`src/rtl/huf_pkg.sv`:
```
// Shared types and constants for the static Huffman table builder and encoder.
// Used by huf_if, huf_dp, huf_ctrl and the top level; depends on nothing.
package huf_pkg;

  localparam int ALPHA    = 256;             // byte alphabet
  localparam int SYM_W    = 8;
  localparam int COUNT_W  = 32;              // histogram counter width
  localparam int WEIGHT_W = 40;              // node weight, holds a full sum
  localparam int NODE_N   = 2 * ALPHA - 1;   // leaves plus merged nodes
  localparam int NODE_W   = 9;               // node index width
  localparam int CODE_W   = 48;              // code field width
  localparam int LEN_W    = 6;
  localparam int MAX_CODE_LEN = 48;
  localparam int LEN_LIMIT = (MAX_CODE_LEN < CODE_W) ? MAX_CODE_LEN : CODE_W;

  localparam logic [NODE_W-1:0] NO_NODE = '1;
  localparam logic [NODE_W-1:0] ALPHA_N = NODE_W'(ALPHA);

  typedef enum logic [1:0] {
    REQ_COUNT  = 2'd0,
    REQ_BUILD  = 2'd1,
    REQ_ENCODE = 2'd2,
    REQ_CLEAR  = 2'd3
  } req_t;

  typedef enum logic [2:0] {
    ST_OK     = 3'd0,
    ST_ABSENT = 3'd1,
    ST_EMPTY  = 3'd2,
    ST_SAT    = 3'd3,
    ST_LONG   = 3'd4
  } status_t;

  // One entry of the node store.
  typedef struct packed {
    logic                live;
    logic [WEIGHT_W-1:0] weight;
    logic [NODE_W-1:0]   parent;
    logic                branch;
  } node_t;

  // Commands from the controller to the datapath.
  typedef struct packed {
    logic accept;
    logic cnt_upd;
    logic enc_eval;
    logic clr;
    logic bi_start;
    logic bi_step;
    logic sc_start;
    logic sc_step;
    logic mg_new;
    logic mg_a;
    logic mg_b;
    logic cd_start;
    logic cd_chk;
    logic w_rd;
    logic w_up;
    logic c_wr;
    logic c_next;
    logic res_empty;
    logic res_long;
    logic res_built;
    logic load_out;
  } cmd_t;

  // Status from the datapath to the controller.
  typedef struct packed {
    logic bi_done;
    logic pres_zero;
    logic pres_one;
    logic pres_two;
    logic sc_done;
    logic chk_present;
    logic at_root;
    logic too_long;
    logic last_sym;
  } sts_t;

endpackage

```
`src/rtl/huf_ctrl.sv`:
```
// Controller of the Huffman block: sequences count, encode, clear and build.
// Depends on huf_pkg; drives the datapath through cmd_t, reads sts_t.
module huf_ctrl import huf_pkg::*; (
  input  logic       clk,
  input  logic       rst_n,
  input  logic       in_valid,
  input  logic [1:0] in_req_type,
  output logic       in_ready,
  output logic       out_valid,
  input  logic       out_ready,
  input  sts_t       sts,
  output cmd_t       cmd
);

  typedef enum logic [14:0] {
    S_IDLE  = 15'h0001,
    S_CNT   = 15'h0002,
    S_ENC   = 15'h0004,
    S_BINIT = 15'h0008,
    S_BDEC  = 15'h0010,
    S_SCAN  = 15'h0020,
    S_M0    = 15'h0040,
    S_M1    = 15'h0080,
    S_M2    = 15'h0100,
    S_CRD   = 15'h0200,
    S_CCHK  = 15'h0400,
    S_WRD   = 15'h0800,
    S_WUP   = 15'h1000,
    S_CWR   = 15'h2000,
    S_RESP  = 15'h4000
  } state_t;

  state_t state_r, state_nxt;
  logic   out_valid_r, out_valid_nxt;
  logic   load_ok;

  assign in_ready  = (state_r == S_IDLE);
  assign out_valid = out_valid_r;
  assign load_ok   = !out_valid_r || out_ready;

  // Next state and commands.
  always_comb begin
    state_nxt     = state_r;
    cmd           = '0;
    out_valid_nxt = out_valid_r && !out_ready;
    unique case (state_r)
      S_IDLE: begin
        if (in_valid) begin
          cmd.accept = 1'b1;
          unique case (req_t'(in_req_type))
            REQ_COUNT:  state_nxt = S_CNT;
            REQ_ENCODE: state_nxt = S_ENC;
            REQ_BUILD: begin
              cmd.bi_start = 1'b1;
              state_nxt    = S_BINIT;
            end
            default: begin
              cmd.clr   = 1'b1;
              state_nxt = S_RESP;
            end
          endcase
        end
      end
      S_CNT: begin
        cmd.cnt_upd = 1'b1;
        state_nxt   = S_RESP;
      end
      S_ENC: begin
        cmd.enc_eval = 1'b1;
        state_nxt    = S_RESP;
      end
      S_BINIT: begin
        cmd.bi_step = 1'b1;
        if (sts.bi_done) begin
          state_nxt = S_BDEC;
        end
      end
      S_BDEC: begin
        if (sts.pres_zero) begin
          cmd.res_empty = 1'b1;
          state_nxt     = S_RESP;
        end else if (sts.pres_one) begin
          cmd.cd_start = 1'b1;
          state_nxt    = S_CRD;
        end else begin
          cmd.sc_start = 1'b1;
          state_nxt    = S_SCAN;
        end
      end
      S_SCAN: begin
        cmd.sc_step = 1'b1;
        if (sts.sc_done) begin
          state_nxt = S_M0;
        end
      end
      S_M0: begin
        cmd.mg_new = 1'b1;
        state_nxt  = S_M1;
      end
      S_M1: begin
        cmd.mg_a  = 1'b1;
        state_nxt = S_M2;
      end
      S_M2: begin
        cmd.mg_b = 1'b1;
        if (sts.pres_two) begin
          cmd.cd_start = 1'b1;
          state_nxt    = S_CRD;
        end else begin
          cmd.sc_start = 1'b1;
          state_nxt    = S_SCAN;
        end
      end
      S_CRD: begin
        state_nxt = S_CCHK;
      end
      S_CCHK: begin
        if (sts.chk_present) begin
          cmd.cd_chk = 1'b1;
          state_nxt  = S_WRD;
        end else if (sts.last_sym) begin
          cmd.res_built = 1'b1;
          state_nxt     = S_RESP;
        end else begin
          cmd.c_next = 1'b1;
          state_nxt  = S_CRD;
        end
      end
      S_WRD: begin
        if (sts.at_root) begin
          state_nxt = S_CWR;
        end else begin
          cmd.w_rd  = 1'b1;
          state_nxt = S_WUP;
        end
      end
      S_WUP: begin
        cmd.w_up = 1'b1;
        if (sts.too_long) begin
          cmd.res_long = 1'b1;
          state_nxt    = S_RESP;
        end else begin
          state_nxt = S_WRD;
        end
      end
      S_CWR: begin
        cmd.c_wr = 1'b1;
        if (sts.last_sym) begin
          cmd.res_built = 1'b1;
          state_nxt     = S_RESP;
        end else begin
          cmd.c_next = 1'b1;
          state_nxt  = S_CRD;
        end
      end
      S_RESP: begin
        if (load_ok) begin
          cmd.load_out  = 1'b1;
          out_valid_nxt = 1'b1;
          state_nxt     = S_IDLE;
        end
      end
      default: state_nxt = S_IDLE;
    endcase
  end

  // State and output-valid registers.
  always_ff @(posedge clk) begin
    if (!rst_n) begin
      state_r     <= S_IDLE;
      out_valid_r <= 1'b0;
    end else begin
      state_r     <= state_nxt;
      out_valid_r <= out_valid_nxt;
    end
  end

endmodule

```
`config.mk`:
```
export PLATFORM = sky130hd
export DESIGN_NAME = huf_ctrl
export DESIGN_NICKNAME = d
export VERILOG_FILES = /design/src/rtl/huf_pkg.sv /design/src/rtl/huf_ctrl.sv
export SDC_FILE = /design/constraint.sdc
export NUM_CORES = 1
export LEC_CHECK = 0
export ABC_AREA = 1
export BUFFER_PORTS_ARGS = -buffer_cell sky130_fd_sc_hd__buf_2
export CORE_MARGIN = 2
export CORE_UTILIZATION = 54
export CTS_CLUSTER_SIZE = 10
export DETAILED_ROUTE_END_ITERATION = 10
export PLACE_DENSITY = 0.88
export SYNTH_ARGS = -nofsm -noshare
export SYNTH_HDL_FRONTEND = slang
export SYNTH_SLANG_ARGS = --single-unit
```
`constraint.sdc`:
```
create_clock -name clk -period 2.45 [get_ports clk]
set_clock_uncertainty 0.05 [all_clocks]
set_input_delay 0.49 -clock clk [delete_from_list [all_inputs] [get_ports clk]]
set_output_delay 0.49 -clock clk [all_outputs]
set_load 0.01 [all_outputs]
```
Word level (Yosys, flattened, before mapping) --
Index checks and enable logic that the tools add are counted.
Storage, ports and cells: register bits 16, latch bits 0, memory bits (writable) 0, memory bits (read-only) 0, bits of input ports 15, output and inout bits 23, logic and storage cells 85, memories kept 0
Operators by class: add/sub/neg operators 0, multipliers 0, div/mod/pow operators 0, magnitude comparators 0, equality and inequality tests 21, shift-type cells 0, mux-type cells 54, bitwise operators 0, reductions and logical operators 8
Operators with widths (count):
- one-hot mux 15 bit (14 select lines) | 1
- 2-to-1 mux 15 bit | 8
- one-hot mux 15 bit (3 select lines) | 1
- 2-to-1 mux 1 bit | 35
- 2-to-1 mux 10 bit | 2
- equality test 15 x 1 -> 1 bit, second input constant | 1
- equality test 15 x 10 -> 1 bit, second input constant | 1
- equality test 15 x 11 -> 1 bit, second input constant | 1
- equality test 15 x 12 -> 1 bit, second input constant | 1
- equality test 15 x 13 -> 1 bit, second input constant | 1
- equality test 15 x 14 -> 1 bit, second input constant | 1
- equality test 15 bit, second input constant | 1
- equality test 15 x 2 -> 1 bit, second input constant | 1
- equality test 15 x 3 -> 1 bit, second input constant | 1
- equality test 15 x 4 -> 1 bit, second input constant | 1
- equality test 15 x 5 -> 1 bit, second input constant | 1
- equality test 15 x 6 -> 1 bit, second input constant | 1
- equality test 15 x 7 -> 1 bit, second input constant | 1
- equality test 15 x 8 -> 1 bit, second input constant | 1
- equality test 15 x 9 -> 1 bit, second input constant | 1
- 2-to-1 mux 14 bit | 1
- != test 2 bit, second input constant | 4
- one-hot mux 1 bit (2 select lines) | 4
- 2-to-1 mux 2 bit | 2
- 9 further kinds | 10

Depth between registers and ports, before layout --
Gate-level depths: netlist of the first run.
depth in word-level cells 5, mapped depth 13, depth with buffers taken out 13

Least setup slack after synthesis of the first run --
OpenSTA, ideal clock, no wires.
path type register -> output, from register state_r[12], to output port cmd[16] (netlist name), arrival time 1.189 ns, required time 1.910 ns, path slack 0.721 ns, cell stages (with the launch flop) 8, path buffers 0, cells stage by stage dfxtp_1 > nor2_2 > nand2_4 > nor2_8 > nand2_4 > inv_2 > nand3_1 > nor2_1
RTL lines:
- start, declared | RTL line huf_ctrl.sv:33 | state_t state_r, state_nxt;
- start signal, assigned | RTL line huf_ctrl.sv:173 | state_r <= state_nxt;
- end, declared | RTL line huf_ctrl.sv:12 | output cmd_t cmd

==> key figures, run 1 <==
Routing
  • Metal1 wirelength: 1.18 mm
  • DR WL met3: 174 um
  • Drt via density: 4.90
  • DR vias: 1249
  • DRT Pass-1 Iters: 4
  • Routed len/inst: between 10 and 15 um
  • Drt drc: 0
  • Drt total wl: 2.75 mm
  • Metal2 WL: 1.35 mm
  • Remaining antenna violation count after routing: 0
  • Top routing layer in use: met4
  • Initial DRC Count: 24

Timing
  • Slew Limit Fails: 0
  • Final Hold Vio Count: 0
  • Worst-margin pin slew: 0.294 ns
  • Setup violations, final: 0
  • RSZ-0062 raised after global routing: no
  • Rel. slew slack: 0.803
  • Setup TNS: 0 ns
  • Post-route minimum period: 2.26 ns
  • WHS: 0.322 ns
  • Max frequency: around 440 MHz
  • Tcrit/Tclk final: 0.924

Critical path
  • CP startpoint kind: register
  • CP required: approximately 1.9 ns
  • Max FO, Critical Path: 5
  • Worst setup EP type: primary output
  • Kind of critical path: register to primary output
  • Most used cell along the critical path: nand2_2
  • Slowest CP cell: dfxtp_1
  • Buf/Inv on CP: 1
  • CP cell instances: nor2_2 > nand2_2 > nor2_1 > nand2_2 > o32ai_2 > buf_2
  • CP top delay family: simple AND/OR/NAND/NOR gates
  • CP peak stage delay: between 0.3 and 0.4 ns
  • Arrival time at the worst endpoint: between 1.5 and 2 ns

Placement
  • Port Buf Inserts: 37
  • Post-detail-place hpwl: 2.19 mm
  • Routability cong.: between 0.7 and 0.8

Power
  • Leakage power: ~0.88 nW
  • NetSw: 421 uW
  • Maximum vdd drop: around 0.6 mV
  • Seq pwr share: 0.307
  • P_int: ~560 uW
  • Pwr/cell area: 668 nW/um2
  • Comb pwr share: 0.505
  • Clock Power Share: 0.188
  • Switch share: 0.430

Synthesis
  • Main synth FF type: dfxtp_1
  • Yosys reg bits: 16
  • Cell variety after synth: 25
  • Post-synth EDFFs: 0
  • Register area share after synthesis: 0.267
  • Syn avg cell area: about 6.6 um2
  • Cells after synthesis: 183
  • Syn Nets: roughly 200
  • Synth async-reset ratio: 0
  • Synth warn: 0
  • Cell Area, Synth: 1200 um2

Die
  • Core footprint: 2150 um2
  • Initial core utilization: 0.558
  • Width of the die: 51.1 um
  • Die height: approximately 51 um
  • FP Rows: 17
  • Full die area: 2610 um2
  • IO Count: 38

Final layout
  • Fin nets: about 240
  • Area Overhead vs Synth: 22.2%
  • Antenna cell count: 0
  • Ratio of cells with drive above 1 in the final layout: 0.344

Global routing
  • Antenna violations before repair: 0
  • Vias in the first global route: 1073
  • Gr ovfl total: 0
  • Pin count of the biggest net entering global routing: 12
  • First-pass GRT wire length: 4.46 mm
  • Overall Global Routing Usage: 0.225

Clock tree
  • # clock sinks: 16
  • Max H-tree Level: 1
  • Root Driver: clkbuf_4
  • Total CTS buffers: 3
  • Clock-pin slew on the worst setup and hold paths: ~0.11 ns
  • CTS tree: yes
  • Clock Latency Late Sink: roughly 0.3 ns
  • CTS Buffer Depth: 2

Job
  • Max-cap violations: 0

Worst hold path
  • Hold crit path type: input port to register

Run status
  • Outcome: completed
cells by family after synthesis:
kind of cell | Yosys count | share of synthesized area
AND/OR/NAND/NOR | 115 | 0.510
flip-flops | 16 | 0.267
buffers and inverters | 37 | 0.129
AO/OA/AOI/OAI | 15 | 0.0929
timing repair:
action	CTS	global route
setup endpoints to repair	0	1
endpoints found under the hold margin	0	0
hold buffers	0	0
setup buffers	0	4
gates resized for setup	0	0
cells in the mapped netlist (all sizes together) (6+ instances only):
master,instances,area share
nand3,15,0.063
o21ai,6,0.034
nand2,44,0.20
a21oi,6,0.028
nor2,47,0.19
dfxtp,16,0.27
nor3,6,0.025
inv,35,0.11
cell usage in the layout, fill, tap and decap left out, drive strengths merged:
cell	n
nand2	44
or2	1
inv	35
o31ai	1
buf	41
a21oi	6
dfxtp	16
nand4	1
clkinv	1
o32ai	1
nor3b	1
nand3	15
clkbuf	4
o21a	1
nor3	6
o21ai	6
nor2	47
per-stage QoR:
stage / area (um2) / worst slack [ns] / util / instances / power, mW
finish: 1470 / 0.187 / 0.682 / 255 / 0.979
global route: 1470 / 0.0936 / 0.682 / 255 / 1.03
CTS: 1440 / 0.137 / 0.668 / 251 / 0.928
detailed placement: 1400 / 0.485 / 0.651 / 247 / 0.747
global placement: 1400 / 0.518 / 0.651 / 247 / 0.737
floorplan: 1200 / 0.721 / - / 183 / 0.677
state kept, by name, indices dropped and copies added, names as in the netlist:
register   count
state_r       15
out_valid      1
power by group through the flow:
stage	registers, mW	clock network, mW	logic [mW]
after floorplan	0.302	0	0.374
after global placement	0.304	0	0.432
after detailed placement	0.305	0	0.442
after CTS	0.300	0.179	0.449
after global routing	0.304	0.187	0.543
final	0.301	0.184	0.494
worst reg2reg max path, stage by stage (launching register included):
cell,delay [ns]
dfxtp_1,0.36
nor2_2,0.18
nand2_2,0.14
nor2_4,0.22
buf_4,0.17
nand2_2,0.07
nand2_1,0.07
inv_1,0.05
nand2_1,0.05
nor2_1,0.06
nand2_4,0.07
nand2_4,0.05
nor3_1,0.19
per-layer routing:
metal,vias up,GRT usage
li1,650,-
met1,551,0.283
met2,43,0.398
met3,5,0.0292
met4,0,0.0676
met5,-,0
final timing paths:
check        startpoint           to  slack, ns  depth (start not counted)
max          state_r[2]      cmd[14]       0.19                          6
min              sts[2]  state_r[12]       0.32                          2
max reg2reg  state_r[2]   state_r[6]       0.65                         12
min reg2reg   out_valid    out_valid       0.47                          2
final cells by class:
class / instances / area [um2]
Inverter: 36 / 135
Fill cell: 193 / 683
Timing Repair Buffer: 41 / 215
Tap cell: 28 / 35.0
Sequential cell: 16 / 320
Multi-Input combinational cell: 130 / 723
Clock buffer: 4 / 36.3
No activity file was read; power rests on OpenSTA's default activity.
==> inputs of run 2 (changes only) <==
Settings changed: CTS_BUF_LIST set to sky130_fd_sc_hd__clkbuf_16.
==> run 2 against run 1 <==
Net effect:
- critical path depth is 2 higher
- via count down 0.88%
- global-route usage rose by 0.28 points
- count of clock-buffer cells in the layout is 1 lower
- sequential power barely moved
- power increased by 9.4%
- non-clock buffer count fell by 4
- register-to-register slack about the same
- largest cell class unchanged
==> key figures, run 2 (same netlist as run 1, synthesis figures left out) <==
Critical path
  • R2R cell count: 11
  • Worst setup EP type: primary output
  • CP top delay family: simple AND/OR/NAND/NOR gates
  • CP required: 1.91 ns
  • Most used cell along the critical path: nand2_1
  • CP cell instances: nor2_2 > nand2_2 > nor2_4 > nand2_1 > inv_1 > nand2_1 > o31ai_2 > buf_2
  • CP peak stage delay: 0.32 ns
  • FF-to-FF setup slack: 0.66 ns
  • Buf/Inv on CP: 2
  • R2r endpoint: state_r[6]
  • CP startpoint kind: register
  • Stages on worst setup path: 8
  • Arrival time at the worst endpoint: around 1.7 ns
  • Kind of critical path: register to primary output
  • Reg2reg start: state_r[0]
  • Max FO, Critical Path: 11
  • Slowest CP cell: dfxtp_1

Timing
  • Setup violations, final: 0
  • Post-route minimum period: 2.24 ns
  • RSZ-0062 raised after global routing: no
  • Max frequency: between 400 and 500 MHz
  • Final Hold Vio Count: 0
  • Slew Limit Fails: 0
  • Setup TNS: 0 ns
  • Worst-margin pin slew: 0.318 ns
  • WHS: between 0.3 and 0.4 ns
  • Tcrit/Tclk final: 0.913
  • Rel. slew slack: 0.788
  • PnR worst setup slack: 0.214 ns

Placement
  • Placed cell area: about 1400 um2
  • Placed Cells incl. Taps: around 250
  • Pre-CTS WS: a little under 0.5 ns
  • Post-detail-place hpwl: 2.19 mm
  • Routability cong.: 0.786
  • Port Buf Inserts: 37

Final layout
  • Antenna cell count: 0
  • Ratio of cells with drive above 1 in the final layout: 0.327
  • Fin nets: 239
  • Largest register by flop count: state_r
  • Non-Filler Instances: 251
  • Final instance area: 1480 um2
  • Max FFs per register: 15
  • Final core occ: 0.688
  • Area Overhead vs Synth: 23.3%
  • Most frequent cells in the layout: 37 x buf_2, 36 x nor2_1, 33 x inv_1
  • Commonest non-fill, non-tap cell in the layout: buf_2

Clock tree
  • Post-CTS setup buffers: 0
  • Max H-tree Level: 1
  • CTS Buffer Depth: 2
  • # clock sinks: 16
  • Clock-pin slew on the worst setup and hold paths: 0.05 ns
  • Total CTS buffers: 3
  • Hold_buf cts: 0
  • Clock Latency Late Sink: ~0.24 ns
  • CTS tree: yes
  • Gates resized, CTS repair: 0
  • Root Driver: clkbuf_16

Die
  • IO Count: 38
  • Initial core utilization: 0.558
  • FP Rows: 17
  • Width of the die: 51.1 um
  • Full die area: 2610 um2
  • Core footprint: 2150 um2
  • Die height: 51.1 um

Global routing
  • Vias in the first global route: 1065
  • Overall Global Routing Usage: 0.228
  • Pin count of the biggest net entering global routing: 12
  • Antenna violations before repair: 0
  • Gr ovfl total: 0
  • First-pass GRT wire length: 4.53 mm

Routing
  • DR vias: roughly 1200
  • DRT Pass-1 Iters: 4
  • Drt total wl: 2.78 mm
  • Drt via density: 4.93
  • Remaining antenna violation count after routing: 0
  • Routed len/inst: 11.1 um
  • Initial DRC Count: 18
  • Drt drc: 0

Worst hold path
  • Hold Path End: state_r[12]
  • Hold Crit Depth: 2
  • Hold crit path type: input port to register
  • Hold Startpoint: sts[2]

Run status
  • Outcome: completed

Power
  • Leakage power: 0.878 nW
  • Maximum vdd drop: 0.522 mV
  • Post-route total power: 1.07 mW
  • Pwr/cell area: between 700 and 800 nW/um2

Job
  • Max-cap violations: 0
==> run 2: layout make-up <==
class,count,area (um2)
tap,28,35.0
multi-input combinational,130,723
clock inverter,1,3.75
inverter,36,135
sequential,16,320
clock buffer,3,75.1
timing repair buffer,37,185
fill,188,671
==> run 2: worst max path at each step <==
| stage | start | to | slack (ns) |
|---|---|---|---|
| 6_report | state_r[0] | cmd[9] | 0.21 |
| 5_1_grt | state_r[2] | cmd[9] | 0.09 |
| 4_1_cts | state_r[5] | cmd[4] | 0.21 |
| 3_5_place_dp | state_r[0] | cmd[4] | 0.49 |
| 3_3_place_gp | state_r[2] | cmd[4] | 0.52 |
| 2_1_floorplan | state_r[12] | cmd[16] | 0.72 |
==> run 2: per-layer routing <==
| layer | part of all wire | vias up | GRT usage |
|---|---|---|---|
| met3 | 0.057 | 2 | 0.0292 |
| li1 | - | 645 | - |
| met2 | 0.50 | 47 | 0.405 |
| met1 | 0.44 | 544 | 0.289 |
| met5 | 0 | - | 0 |
| met4 | 0.0058 | 0 | 0.0586 |
==> run 2: report_power, final <==
group          leakage (nW)  switching [mW]  total, mW  internal [mW]
registers             0.129          0.0188      0.301          0.282
logic                 0.710           0.301      0.448          0.147
clock network        0.0385           0.105      0.322          0.217
total                 0.878           0.425       1.07          0.645
==> inputs of run 3 (changes only) <==
Settings changed: CORE_UTILIZATION 54 to 30, PLACE_DENSITY 0.88 to 0.56.
==> run 3 against run 2 <==
Net effect:
- final area increased by 1.4%
- largest power group unchanged
- power decreased by 0.89%
- hold slack improved by 0.0067 ns
- global-route usage decreased by 9.0 points
- combinational power decreased by 0.9%
- critical path depth unchanged
- register-to-register slack improved by 0.02 ns
- largest cell class unchanged
- routed wire length increased by 4.9%
==> key figures, run 3 (same netlist as run 1, synthesis figures left out) <==
Timing
  • Rel. slew slack: 0.791
  • Slew Limit Fails: 0
  • Tcrit/Tclk final: 0.922
  • Post-route minimum period: between 2 and 2.5 ns
  • Max frequency: 443 MHz
  • Setup TNS: 0 ns
  • RSZ-0062 raised after global routing: no
  • PnR worst setup slack: 0.192 ns
  • Worst-margin pin slew: ~0.31 ns
  • Final Hold Vio Count: 0
  • Setup violations, final: 0

Final layout
  • Most frequent cells in the layout: 37 x buf_2, 36 x nor2_1, 33 x inv_1
  • Area Overhead vs Synth: 25.1%
  • FF+latch area: between 300 and 400 um2
  • Fin nets: roughly 240
  • Multi-input gate area: roughly 720 um2
  • Commonest non-fill, non-tap cell in the layout: buf_2
  • Largest register by flop count: state_r
  • Antenna cell count: 0
  • Max FFs per register: 15
  • Fillers: 440
  • Ratio of cells with drive above 1 in the final layout: 0.329

Worst hold path
  • Hold crit path type: input port to register

Routing
  • Remaining antenna violation count after routing: 0
  • Initial DRC Count: 40
  • Drt via density: roughly 4.4
  • DRT Pass-1 Iters: 4
  • DR vias: between 1000 and 1500
  • Drt total wl: 2.91 mm
  • Routed len/inst: 10.8 um
  • Drt drc: 0

Power
  • Maximum vdd drop: 0.343 mV
  • NetSw: ~420 uW
  • Clock Power Share: 0.299
  • Seq pwr share: 0.283
  • P_int: 643 uW
  • Switch share: 0.394
  • Comb pwr share: 0.418
  • Pwr/cell area: 708 nW/um2
  • Leakage power: 0.876 nW

Critical path
  • CP startpoint kind: register
  • CP top delay family: simple AND/OR/NAND/NOR gates
  • Buf/Inv on CP: 2
  • Worst setup EP type: primary output
  • CP peak stage delay: around 0.32 ns
  • Kind of critical path: register to primary output
  • CP cell instances: nor2_2 > nand2_2 > nor2_4 > nand3_1 > nand2_1 > nand2_1 > inv_1 > buf_2
  • CP required: 1.91 ns
  • Max FO, Critical Path: 11
  • Most used cell along the critical path: nand2_1
  • Slowest CP cell: dfxtp_1
  • Arrival time at the worst endpoint: ~1.7 ns

Global routing
  • Overall Global Routing Usage: 0.138
  • Antenna violations before repair: 0
  • First-pass GRT wire length: around 4.7 mm
  • Vias in the first global route: 1056
  • Gr ovfl total: 0
  • Pin count of the biggest net entering global routing: 12

Placement
  • Post-detail-place hpwl: 2.45 mm
  • Pre-CTS WS: 0.458 ns
  • Port Buf Inserts: 37
  • Routability cong.: 0.801

Clock tree
  • Total CTS buffers: 3
  • Clock Latency Late Sink: around 0.25 ns
  • Hold_buf cts: 0
  • Clock-pin slew on the worst setup and hold paths: 0.05 ns
  • Max H-tree Level: 1
  • Post-CTS setup buffers: 0
  • # clock sinks: 16
  • Gates resized, CTS repair: 0
  • CTS tree: yes
  • Root Driver: clkbuf_16
  • CTS Buffer Depth: 2

Die
  • Initial core utilization: 0.320
  • IO Count: 38
  • FP Rows: 22
  • Core footprint: 3740 um2
  • Full die area: 4520 um2
  • Die height: 67.2 um
  • Width of the die: 67.2 um

Job
  • Max-cap violations: 0

Run status
  • Outcome: completed
==> run 3: changes by cell type in the layout (fill, tap and decap cells not counted) <==
cell      before  now
clkinv_1       2    1
==> run 3: layer usage <==
metal  vias to the layer above  track usage  routed length, um
li1                        638            -                  -
met1                       522        0.185               1390
met2                        32        0.229               1340
met3                         2       0.0233                174
met4                         0       0.0383                 14
met5                         -            0                  0
==> run 3: layout make-up <==
cell class              count  share of cell area
clock buffers               3              0.0501
inverters                  36              0.0902
multi-input cells         130               0.482
flip-flops and latches     16               0.214
well taps                  48              0.0401
repair buffers             37               0.124
==> run 3: power by group through the flow <==
stage	Combinational (mW)	Sequential [mW]	Clock [mW]
after detailed placement	0.442	0.305	0
after floorplan	0.374	0.302	0
final	0.444	0.300	0.318
after global routing	0.493	0.302	0.335
after CTS	0.443	0.300	0.319
after global placement	0.441	0.304	0
==> run 3: path summary, 6_finish.rpt <==
kind | startpoint | to | slack, ns | depth (start not counted)
worst min-delay path | sts[2] | state_r[12] | 0.39 | 2
worst max-delay path | state_r[2] | cmd[1] | 0.19 | 8
worst min register to register | out_valid | out_valid | 0.46 | 2
worst max register to register | state_r[2] | state_r[6] | 0.68 | 11
==> run 3: per-stage QoR <==
step	utilization	power, mW	hold slack, ns	instance area (um2)	cells
after detailed placement	0.380	0.747	0.450	1420	267
after floorplan	-	0.677	0.429	1200	183
final	0.400	1.06	0.387	1500	270
after CTS	0.400	1.06	0.384	1500	270
after global routing	0.400	1.13	0.382	1500	270
after global placement	0.380	0.745	0.446	1420	267
